--- config.mk ---
export PLATFORM = sky130hd
export DESIGN_NAME = priority_deque_ring_unit_flat
export DESIGN_NICKNAME = d
export VERILOG_FILES = /design/src/rtl/pdr_pkg.sv /design/src/rtl/pdr_ifs.sv /design/src/rtl/pdr_front.sv /design/src/rtl/pdr_cmdq.sv /design/src/rtl/pdr_back.sv /design/src/rtl/priority_deque_ring_unit.sv /design/src/flat_wrapper.sv
export SDC_FILE = /design/constraint.sdc
export NUM_CORES = 2
export LEC_CHECK = 0
export ABC_AREA = 1
export BUFFER_PORTS_ARGS = -buffer_cell sky130_fd_sc_hd__buf_4
export CAP_MARGIN = 20
export CORE_MARGIN = 2
export CORE_UTILIZATION = 35
export CTS_CLUSTER_SIZE = 40
export DETAILED_ROUTE_END_ITERATION = 12
export PLACE_DENSITY = 0.6
export SETUP_SLACK_MARGIN = 0.2
export SYNTH_ARGS = -nofsm -noshare
export SYNTH_HDL_FRONTEND = slang
export SYNTH_HIERARCHICAL = 1
export SYNTH_SLANG_ARGS = --single-unit
--- constraint.sdc ---
create_clock -name clk -period 10.05 [get_ports clk]
set_input_delay 1.005 -clock clk [delete_from_list [all_inputs] [get_ports clk]]
set_output_delay 1.005 -clock clk [all_outputs]
set_load 0.01 [all_outputs]
--- src/rtl/pdr_pkg.sv ---
// Shared constants, codes and types of the priority deque ring.
package pdr_pkg;

  localparam int unsigned DEPTH_DEF  = 32;
  localparam int unsigned CMDQ_DEPTH = 2;
  localparam int unsigned TAG_W      = 32;
  localparam int unsigned AGE_W      = 8;
  localparam int unsigned SLOT_W     = 5;
  localparam int unsigned OP_W       = 2;
  localparam int unsigned ST_W       = 2;

  localparam logic [AGE_W-1:0] PRIORITY_AGE_RESET = 8'd60;

  localparam logic [OP_W-1:0] OP_INSERT = 2'd0;
  localparam logic [OP_W-1:0] OP_REMOVE = 2'd1;
  localparam logic [OP_W-1:0] OP_LIST   = 2'd2;

  localparam logic [ST_W-1:0] ST_OK    = 2'd0;
  localparam logic [ST_W-1:0] ST_FULL  = 2'd1;
  localparam logic [ST_W-1:0] ST_EMPTY = 2'd2;

  typedef enum logic [1:0] {
    CMD_INS_FRONT,
    CMD_INS_BACK,
    CMD_REMOVE,
    CMD_LIST
  } cmd_kind_t;

  typedef struct packed {
    cmd_kind_t        kind;
    logic [TAG_W-1:0] tag;
    logic [AGE_W-1:0] age;
  } cmd_t;

endpackage

--- src/rtl/pdr_ifs.sv ---
// Handshake interfaces for the input, result and configuration channels.
interface pdr_in_if;
  import pdr_pkg::*;
  logic             valid;
  logic             ready;
  logic [OP_W-1:0]  op;
  logic [TAG_W-1:0] entry_tag;
  logic [AGE_W-1:0] entry_age;
  modport source (output valid, output op, output entry_tag, output entry_age, input ready);
  modport sink   (input valid, input op, input entry_tag, input entry_age, output ready);
endinterface

interface pdr_out_if;
  import pdr_pkg::*;
  logic              valid;
  logic              ready;
  logic [ST_W-1:0]   status;
  logic [TAG_W-1:0]  out_tag;
  logic [AGE_W-1:0]  out_age;
  logic [SLOT_W-1:0] slot_index;
  logic              last;
  modport source (output valid, output status, output out_tag, output out_age,
                  output slot_index, output last, input ready);
  modport sink   (input valid, input status, input out_tag, input out_age,
                  input slot_index, input last, output ready);
endinterface

interface pdr_cfg_if;
  import pdr_pkg::*;
  logic             valid;
  logic             ready;
  logic [AGE_W-1:0] priority_age;
  modport source (output valid, output priority_age, input ready);
  modport sink   (input valid, input priority_age, output ready);
endinterface

--- src/rtl/pdr_front.sv ---
// Front end: takes input words, holds the threshold and classifies commands.
module pdr_front (
  input  logic          clk,
  input  logic          rst_n,
  pdr_in_if.sink        in_ch,
  pdr_cfg_if.sink       cfg_ch,
  output logic          push_valid,
  output pdr_pkg::cmd_t push_cmd,
  input  logic          push_ready
);
  import pdr_pkg::*;

  logic [AGE_W-1:0] priority_age_r;
  logic [AGE_W-1:0] priority_age_nxt;

  assign cfg_ch.ready = 1'b1;
  assign in_ch.ready  = push_ready;

  always_comb begin
    priority_age_nxt = priority_age_r;
    if (cfg_ch.valid) begin
      priority_age_nxt = cfg_ch.priority_age;
    end
  end

  always_ff @(posedge clk) begin
    if (!rst_n) begin
      priority_age_r <= PRIORITY_AGE_RESET;
    end else begin
      priority_age_r <= priority_age_nxt;
    end
  end

  always_comb begin
    push_cmd.tag  = in_ch.entry_tag;
    push_cmd.age  = in_ch.entry_age;
    push_cmd.kind = CMD_LIST;
    push_valid    = 1'b0;
    case (in_ch.op)
      OP_INSERT: begin
        push_valid    = in_ch.valid;
        push_cmd.kind = (in_ch.entry_age >= priority_age_r) ? CMD_INS_FRONT : CMD_INS_BACK;
      end
      OP_REMOVE: begin
        push_valid    = in_ch.valid;
        push_cmd.kind = CMD_REMOVE;
      end
      OP_LIST: begin
        push_valid    = in_ch.valid;
        push_cmd.kind = CMD_LIST;
      end
      default: begin
        push_valid = 1'b0;
      end
    endcase
  end

endmodule

--- src/rtl/pdr_cmdq.sv ---
// Short command queue between the front end and the deque engine.
module pdr_cmdq (
  input  logic          clk,
  input  logic          rst_n,
  input  logic          push_valid,
  input  pdr_pkg::cmd_t push_cmd,
  output logic          push_ready,
  output logic          pop_valid,
  output pdr_pkg::cmd_t pop_cmd,
  input  logic          pop_ready
);
  import pdr_pkg::*;

  localparam int unsigned QPW = (CMDQ_DEPTH > 1) ? $clog2(CMDQ_DEPTH) : 1;
  localparam int unsigned QCW = $clog2(CMDQ_DEPTH + 1);

  cmd_t           entries_r [CMDQ_DEPTH];
  logic [QPW-1:0] wr_ptr_r, wr_ptr_nxt;
  logic [QPW-1:0] rd_ptr_r, rd_ptr_nxt;
  logic [QCW-1:0] count_r, count_nxt;
  logic           push_fire;
  logic           pop_fire;

  assign push_ready = (count_r != QCW'(CMDQ_DEPTH));
  assign pop_valid  = (count_r != '0);
  assign pop_cmd    = entries_r[rd_ptr_r];
  assign push_fire  = push_valid && push_ready;
  assign pop_fire   = pop_valid && pop_ready;

  always_comb begin
    wr_ptr_nxt = wr_ptr_r;
    rd_ptr_nxt = rd_ptr_r;
    count_nxt  = count_r;
    if (push_fire) begin
      wr_ptr_nxt = (wr_ptr_r == QPW'(CMDQ_DEPTH - 1)) ? '0 : wr_ptr_r + QPW'(1);
    end
    if (pop_fire) begin
      rd_ptr_nxt = (rd_ptr_r == QPW'(CMDQ_DEPTH - 1)) ? '0 : rd_ptr_r + QPW'(1);
    end
    if (push_fire && !pop_fire) begin
      count_nxt = count_r + QCW'(1);
    end else if (pop_fire && !push_fire) begin
      count_nxt = count_r - QCW'(1);
    end
  end

  always_ff @(posedge clk) begin
    if (!rst_n) begin
      wr_ptr_r <= '0;
      rd_ptr_r <= '0;
      count_r  <= '0;
    end else begin
      wr_ptr_r <= wr_ptr_nxt;
      rd_ptr_r <= rd_ptr_nxt;
      count_r  <= count_nxt;
    end
  end

  always_ff @(posedge clk) begin
    if (push_fire) begin
      entries_r[wr_ptr_r] <= push_cmd;
    end
  end

endmodule

--- src/rtl/pdr_back.sv ---
// Deque engine: ring pointers, slot memory and result register.
module pdr_back #(
  parameter int unsigned DEPTH = pdr_pkg::DEPTH_DEF
) (
  input  logic          clk,
  input  logic          rst_n,
  input  logic          pop_valid,
  input  pdr_pkg::cmd_t pop_cmd,
  output logic          pop_ready,
  pdr_out_if.source     out_ch
);
  import pdr_pkg::*;

  localparam int unsigned PW    = $clog2(DEPTH);
  localparam int unsigned WORD_W = TAG_W + AGE_W;

  typedef enum logic [2:0] {
    S_IDLE = 3'b001,
    S_RD   = 3'b010,
    S_OUT  = 3'b100
  } state_t;

  function automatic logic [PW-1:0] ring_next(input logic [PW-1:0] p);
    return (p == PW'(DEPTH - 1)) ? '0 : p + PW'(1);
  endfunction

  function automatic logic [PW-1:0] ring_prev(input logic [PW-1:0] p);
    return (p == '0) ? PW'(DEPTH - 1) : p - PW'(1);
  endfunction

  state_t            state_r, state_nxt;
  logic [PW-1:0]     front_r, front_nxt;
  logic [PW-1:0]     back_r, back_nxt;
  logic [PW-1:0]     idx_r, idx_nxt;
  logic              list_r, list_nxt;
  logic [ST_W-1:0]   st_r, st_nxt;
  logic [TAG_W-1:0]  tag_r, tag_nxt;
  logic [AGE_W-1:0]  age_r, age_nxt;
  logic [SLOT_W-1:0] slot_r, slot_nxt;
  logic              last_r, last_nxt;

  logic [WORD_W-1:0] mem [DEPTH];
  logic [WORD_W-1:0] rd_data_r;
  logic              wr_en, rd_en;
  logic [PW-1:0]     wr_addr, rd_addr;
  logic [WORD_W-1:0] wr_data;

  logic              full, empty, pop_fire;

  assign full      = (ring_next(back_r) == front_r);
  assign empty     = (front_r == back_r);
  assign pop_ready = (state_r == S_IDLE);
  assign pop_fire  = pop_valid && pop_ready;

  assign out_ch.valid      = (state_r == S_OUT);
  assign out_ch.status     = st_r;
  assign out_ch.out_tag    = tag_r;
  assign out_ch.out_age    = age_r;
  assign out_ch.slot_index = slot_r;
  assign out_ch.last       = last_r;

  always_comb begin
    state_nxt = state_r;
    front_nxt = front_r;
    back_nxt  = back_r;
    idx_nxt   = idx_r;
    list_nxt  = list_r;
    st_nxt    = st_r;
    tag_nxt   = tag_r;
    age_nxt   = age_r;
    slot_nxt  = slot_r;
    last_nxt  = last_r;
    wr_en     = 1'b0;
    wr_addr   = front_r;
    wr_data   = {pop_cmd.tag, pop_cmd.age};
    rd_en     = 1'b0;
    rd_addr   = ring_next(front_r);
    case (state_r)
      S_IDLE: begin
        if (pop_valid) begin
          st_nxt   = ST_OK;
          tag_nxt  = '0;
          age_nxt  = '0;
          slot_nxt = '0;
          last_nxt = 1'b1;
          state_nxt = S_OUT;
          case (pop_cmd.kind)
            CMD_INS_FRONT: begin
              if (full) begin
                st_nxt = ST_FULL;
              end else begin
                wr_en     = 1'b1;
                wr_addr   = front_r;
                front_nxt = ring_prev(front_r);
              end
            end
            CMD_INS_BACK: begin
              if (full) begin
                st_nxt = ST_FULL;
              end else begin
                wr_en    = 1'b1;
                wr_addr  = ring_next(back_r);
                back_nxt = ring_next(back_r);
              end
            end
            CMD_REMOVE: begin
              if (empty) begin
                st_nxt = ST_EMPTY;
              end else begin
                rd_en     = 1'b1;
                front_nxt = ring_next(front_r);
                idx_nxt   = ring_next(front_r);
                list_nxt  = 1'b0;
                state_nxt = S_RD;
              end
            end
            default: begin
              if (empty) begin
                st_nxt = ST_EMPTY;
              end else begin
                rd_en     = 1'b1;
                idx_nxt   = ring_next(front_r);
                list_nxt  = 1'b1;
                state_nxt = S_RD;
              end
            end
          endcase
        end
      end
      S_RD: begin
        st_nxt    = ST_OK;
        tag_nxt   = rd_data_r[WORD_W-1:AGE_W];
        age_nxt   = rd_data_r[AGE_W-1:0];
        slot_nxt  = list_r ? SLOT_W'(idx_r) : '0;
        last_nxt  = !list_r || (idx_r == back_r);
        state_nxt = S_OUT;
      end
      S_OUT: begin
        if (out_ch.ready) begin
          if (last_r) begin
            state_nxt = S_IDLE;
          end else begin
            rd_en     = 1'b1;
            rd_addr   = ring_next(idx_r);
            idx_nxt   = ring_next(idx_r);
            state_nxt = S_RD;
          end
        end
      end
      default: begin
        state_nxt = S_IDLE;
      end
    endcase
  end

  always_ff @(posedge clk) begin
    if (!rst_n) begin
      state_r <= S_IDLE;
      front_r <= PW'(DEPTH - 1);
      back_r  <= PW'(DEPTH - 1);
      list_r  <= 1'b0;
    end else begin
      state_r <= state_nxt;
      front_r <= front_nxt;
      back_r  <= back_nxt;
      list_r  <= list_nxt;
    end
  end

  always_ff @(posedge clk) begin
    idx_r  <= idx_nxt;
    st_r   <= st_nxt;
    tag_r  <= tag_nxt;
    age_r  <= age_nxt;
    slot_r <= slot_nxt;
    last_r <= last_nxt;
  end

  always_ff @(posedge clk) begin
    if (wr_en) begin
      mem[wr_addr] <= wr_data;
    end
    if (rd_en) begin
      rd_data_r <= mem[rd_addr];
    end
  end

  a_rd_then_out: assert property (@(posedge clk) disable iff (!rst_n)
    state_r == S_RD |=> state_r == S_OUT)
    else $error("read stage not followed by result");

  a_full_keeps_ptrs: assert property (@(posedge clk) disable iff (!rst_n)
    (pop_fire && full && (pop_cmd.kind == CMD_INS_FRONT || pop_cmd.kind == CMD_INS_BACK))
    |=> ($stable(front_r) && $stable(back_r)))
    else $error("refused insert moved a pointer");

  a_remove_steps: assert property (@(posedge clk) disable iff (!rst_n)
    (pop_fire && !empty && pop_cmd.kind == CMD_REMOVE)
    |=> (front_r == ring_next($past(front_r)) && $stable(back_r)))
    else $error("remove did not step the front pointer");

  a_last_ends: assert property (@(posedge clk) disable iff (!rst_n)
    (out_ch.valid && out_ch.ready && out_ch.last) |=> state_r == S_IDLE)
    else $error("engine busy after final result");

endmodule

--- src/rtl/priority_deque_ring_unit.sv ---
// Top level of the priority deque ring: front end, command queue and engine.
// A ring of DEPTH slots holding up to DEPTH-1 tagged entries. Inserts whose age is at or above
// the configured threshold go in at the front, others at the back; removes take the front
// entry; a list emits every entry front to back with its slot. Input words are taken into a
// two-deep command queue, so the input side keeps accepting while a result waits until the
// queue is full. The engine takes one command at a time: an insert goes straight to the result
// register, while a remove and each listed entry pass through the registered read of the
// single-port slot memory and the result register. No clearing pass is needed after reset.
module priority_deque_ring_unit #(
  parameter int unsigned DEPTH = pdr_pkg::DEPTH_DEF
) (
  input  logic      clk,
  input  logic      rst_n,
  pdr_in_if.sink    in_ch,
  pdr_out_if.source out_ch,
  pdr_cfg_if.sink   cfg_ch
);
  import pdr_pkg::*;

  logic push_valid, push_ready;
  logic pop_valid, pop_ready;
  cmd_t push_cmd, pop_cmd;

  pdr_front u_front (
    .clk        (clk),
    .rst_n      (rst_n),
    .in_ch      (in_ch),
    .cfg_ch     (cfg_ch),
    .push_valid (push_valid),
    .push_cmd   (push_cmd),
    .push_ready (push_ready)
  );

  pdr_cmdq u_cmdq (
    .clk        (clk),
    .rst_n      (rst_n),
    .push_valid (push_valid),
    .push_cmd   (push_cmd),
    .push_ready (push_ready),
    .pop_valid  (pop_valid),
    .pop_cmd    (pop_cmd),
    .pop_ready  (pop_ready)
  );

  pdr_back #(
    .DEPTH (DEPTH)
  ) u_back (
    .clk       (clk),
    .rst_n     (rst_n),
    .pop_valid (pop_valid),
    .pop_cmd   (pop_cmd),
    .pop_ready (pop_ready),
    .out_ch    (out_ch)
  );

endmodule

--- src/flat_wrapper.sv ---
// flat-port wrapper written by rule: the top's interface ports become plain ports
module priority_deque_ring_unit_flat import pdr_pkg::*;
#(
  parameter int unsigned DEPTH = pdr_pkg::DEPTH_DEF
)
  (clk, rst_n, in_ch_valid, in_ch_op, in_ch_entry_tag, in_ch_entry_age, in_ch_ready, out_ch_valid, out_ch_status, out_ch_out_tag, out_ch_out_age, out_ch_slot_index, out_ch_last, out_ch_ready, cfg_ch_valid, cfg_ch_priority_age, cfg_ch_ready);
  pdr_in_if in_ch_i ();
  pdr_out_if out_ch_i ();
  pdr_cfg_if cfg_ch_i ();
  input  logic clk;
  input  logic rst_n;
  input wire logic [$bits(in_ch_i.valid)-1:0] in_ch_valid;
  input wire logic [$bits(in_ch_i.op)-1:0] in_ch_op;
  input wire logic [$bits(in_ch_i.entry_tag)-1:0] in_ch_entry_tag;
  input wire logic [$bits(in_ch_i.entry_age)-1:0] in_ch_entry_age;
  output wire logic [$bits(in_ch_i.ready)-1:0] in_ch_ready;
  output wire logic [$bits(out_ch_i.valid)-1:0] out_ch_valid;
  output wire logic [$bits(out_ch_i.status)-1:0] out_ch_status;
  output wire logic [$bits(out_ch_i.out_tag)-1:0] out_ch_out_tag;
  output wire logic [$bits(out_ch_i.out_age)-1:0] out_ch_out_age;
  output wire logic [$bits(out_ch_i.slot_index)-1:0] out_ch_slot_index;
  output wire logic [$bits(out_ch_i.last)-1:0] out_ch_last;
  input wire logic [$bits(out_ch_i.ready)-1:0] out_ch_ready;
  input wire logic [$bits(cfg_ch_i.valid)-1:0] cfg_ch_valid;
  input wire logic [$bits(cfg_ch_i.priority_age)-1:0] cfg_ch_priority_age;
  output wire logic [$bits(cfg_ch_i.ready)-1:0] cfg_ch_ready;
  assign in_ch_i.valid = in_ch_valid;
  assign in_ch_i.op = in_ch_op;
  assign in_ch_i.entry_tag = in_ch_entry_tag;
  assign in_ch_i.entry_age = in_ch_entry_age;
  assign in_ch_ready = in_ch_i.ready;
  assign out_ch_valid = out_ch_i.valid;
  assign out_ch_status = out_ch_i.status;
  assign out_ch_out_tag = out_ch_i.out_tag;
  assign out_ch_out_age = out_ch_i.out_age;
  assign out_ch_slot_index = out_ch_i.slot_index;
  assign out_ch_last = out_ch_i.last;
  assign out_ch_i.ready = out_ch_ready;
  assign cfg_ch_i.valid = cfg_ch_valid;
  assign cfg_ch_i.priority_age = cfg_ch_priority_age;
  assign cfg_ch_ready = cfg_ch_i.ready;
  priority_deque_ring_unit #(.DEPTH(DEPTH)) u_core (.clk(clk), .rst_n(rst_n), .in_ch(in_ch_i), .out_ch(out_ch_i), .cfg_ch(cfg_ch_i));
endmodule
==> out/metrics.cfg <==
[status]
outcome = finished clean

[setup_path]
arrival_ns = 5.30
crit_type = flip-flop to flip-flop
r2r_slack_ns = 5.27
cp_slowest_stage_delay_ns = 0.90
crit_slowest_cell = nand2_8
critPathMaxFanout = 126
crit_chain = ha_1 > nand2_1 > nor2_1 > ha_1 > nor2_1 > nand3_4 > nand2_8 > buf_4 > nand2_1 > nand3_1 > nand3_1 > nand3_1 > nand2_1 > nand2_1 > nand2_1
worst_setup_path_start_kind = flip-flop
crit_required_ns = 10.56
path_buf_inv = 1
end_kind = flip-flop
cpMostUsedCell = nand2_1
critical_path.top_delay_family = simple AND/OR/NAND/NOR gates

[timing]
period_minus_slack_ns = 4.78
fin_ws_ns = 5.27
finClkSkew_ns = 0.0264
slew_headroom = 0.220
fin_tns_setup_ns = 0
slew_viol_final = 0
finalCritPeriodShare = 0.476
worst_pin_slew_ns = 1.17
setup_violations = 0
rsz0062_at_grt = no
finalHoldViolCount = 0
clock.fmax_mhz = 209

[place]
dpl_cell_area_um2 = 67000
gp_congestion = 0.802
dp_hpwl_mm = 90.0
io_buffers = 104
dp_slack_ns = 4.81

[clock_network]
postCtsSetupBuffers = 0
cts_resized = 0
clockBufferDepth = 3
cts.sinks = 1484
path_clk_slew_ns = 0.06
clk_latency_ns = 0.79
cts_hold_buf = 0
cts_made_buffers = 148
clockRootBuffer = clkbuf_16
htreeDepth = 4
cts_tree = done

[logic_synthesis]
synthesis.area_um2 = 64300
syn_avg_cell_area_um2 = 11.3
yosysTopAreaCell = edfxtp_1
ys_seq_area_frac = 0.689
synth.distinct_cells = 41
async_flop_share = 0
ys_ff_latch = 1484
syn_nets = 5737
synth_top_area_frac = 0.681
synthCells = 5666
ys.flop_type = edfxtp_1
synth_edf_count = 1457
synthTopCellsByArea = edfxtp_1, nand3_1, nand2_1, nand3b_1, inv_1
yosys_warnings = 6

[cells_and_area]
final_common_cell = edfxtp_1
final_cell_mix = edfxtp_1, nand2_1, nand3_1, inv_1, nand3b_1
seq_area_um2 = 44300
post-route-cell-area_um2 = 71600
finish.utilization = 0.392
fillers = 17300
multi_input_area_um2 = 16200
drive_above_1_share = 0.0848
areaGrowthSynthToFinish_pct = 11.4
fin_nets = 5672

[floorplanning]
io_pins = 106
initial_utilization = 0.352
die_h_um = 433
die_w_um = 433
num_rows = 157
dieArea_um2 = 187000
coreArea_um2 = 183000

[job]
max_cap_viol_count = 0

[global_route]
grt_pass1_vias = 41200
grt_pass1_wl_mm = 271
grtUsageTotal = 0.195
grt_overflow = 0
antenna_found_initial = 2
grt_max_degree = 194

[route]
ant_nets = 0
routedWlPerCell_um = 22.9
dr.pass1.iters = 8
num_vias = 42600
drt-total-wl_mm = 186
detail_route.iter0.violations = 4547
vias_per_cell = 5.26
drc = 0

[power_and_ir_drop]
leakagePower_nw = 26.9
p_total_mw = 20.7
power-per-cell-area_nw_per_um2 = 289
ir_worst_vdd_uv = 392

[worst_hold_path]
hold_class = input port to flip-flop

[report_power, final]
part / switching, mW / internal, mW / total (mW) / leakage (nW)
clock: 2.37 / 3.01 / 5.38 / 2.27
sequential: 0.208 / 7.83 / 8.04 / 13.4
combinational: 5.34 / 1.92 / 7.26 / 11.2
[state kept, by name, summed over array words and instances (netlist names), 5 cells and up, named ones only]
register                         count
u_core/u_back/mem                 1280
u_core/u_cmdq/entries_r             84
u_core/u_back/rd_data_r             40
u_core/u_back/out_ch.out_tag        32
u_core/u_back/out_ch.out_age         8
u_core/u_front/priority_age_r        8
u_core/u_back/back_r                 5
u_core/u_back/front_r                5
u_core/u_back/idx_r                  5
u_core/u_back/out_ch.slot_index      5
[metal layers]
layer,share of wire,vias up,global-route usage
li1,-,19300,-
met1,0.40,21100,0.248
met2,0.49,1740,0.333
met3,0.067,409,0.0266
met4,0.043,2,0.0858
met5,0.000059,-,0
[stage by stage]
step           cells  hold slack [ns]
3_5_place_dp    7836            0.459
2_1_floorplan   5666            0.437
6_report        8104            0.410
3_3_place_gp    7834            0.455
5_1_grt         8103            0.376
4_1_cts         8103            0.347
[final cells by class]
cell class	instances	share of cell area
flip-flops and latches	1484	0.619
multi-input cells	3242	0.226
clock buffers	188	0.0555
well taps	2385	0.0417
inverters	542	0.0285
repair buffers	183	0.0204
clock inverters	79	0.00907
diodes	1	0.0000350
[cell usage after synthesis (all sizes together) (2+ instances only)]
library cell  count
a2111oi           2
or2               2
ha               16
nand3b          361
a21oi            21
o21a              2
nand3          1190
edfxtp         1457
clkbuf           55
o21ai            40
nor3              4
buf             343
a21boi            2
xor2              7
dfxtp            27
inv             541
nor2            120
xnor2             3
mux2             42
nand4             8
nand2          1415
[path summary, 6_finish.rpt]
path | start | endpoint | cells past startpoint
worst min-delay path | in_ch_entry_tag[15] | u_core/u_cmdq/entries_r[0][23]$_DFFE_PP_ | 1
worst max-delay path | u_core/u_back/idx_r[0]$_DFFE_PP_ | u_core/u_back/rd_data_r[24]$_DFFE_PP_ | 15
worst max register to register | u_core/u_back/idx_r[0]$_DFFE_PP_ | u_core/u_back/rd_data_r[24]$_DFFE_PP_ | 15
worst min register to register | u_core/u_front/priority_age_r[7]$_SDFFE_PN0P_ | u_core/u_front/priority_age_r[7]$_SDFFE_PN0P_ | 2
[cell families after synthesis]
| family | Yosys count | share of synthesized area |
|---|---|---|
| multiplexers | 42 | 0.00969 |
| XOR/XNOR | 10 | 0.00136 |
| other | 1 | 0.0000583 |
| buffers and inverters | 940 | 0.0643 |
| flip-flops | 1484 | 0.689 |
| AND/OR/NAND/NOR | 3101 | 0.226 |
| AO/OA/AOI/OAI | 72 | 0.00627 |
| adder cells (fa/ha/maj) | 16 | 0.00311 |
(Power assumes the default switching activity.)
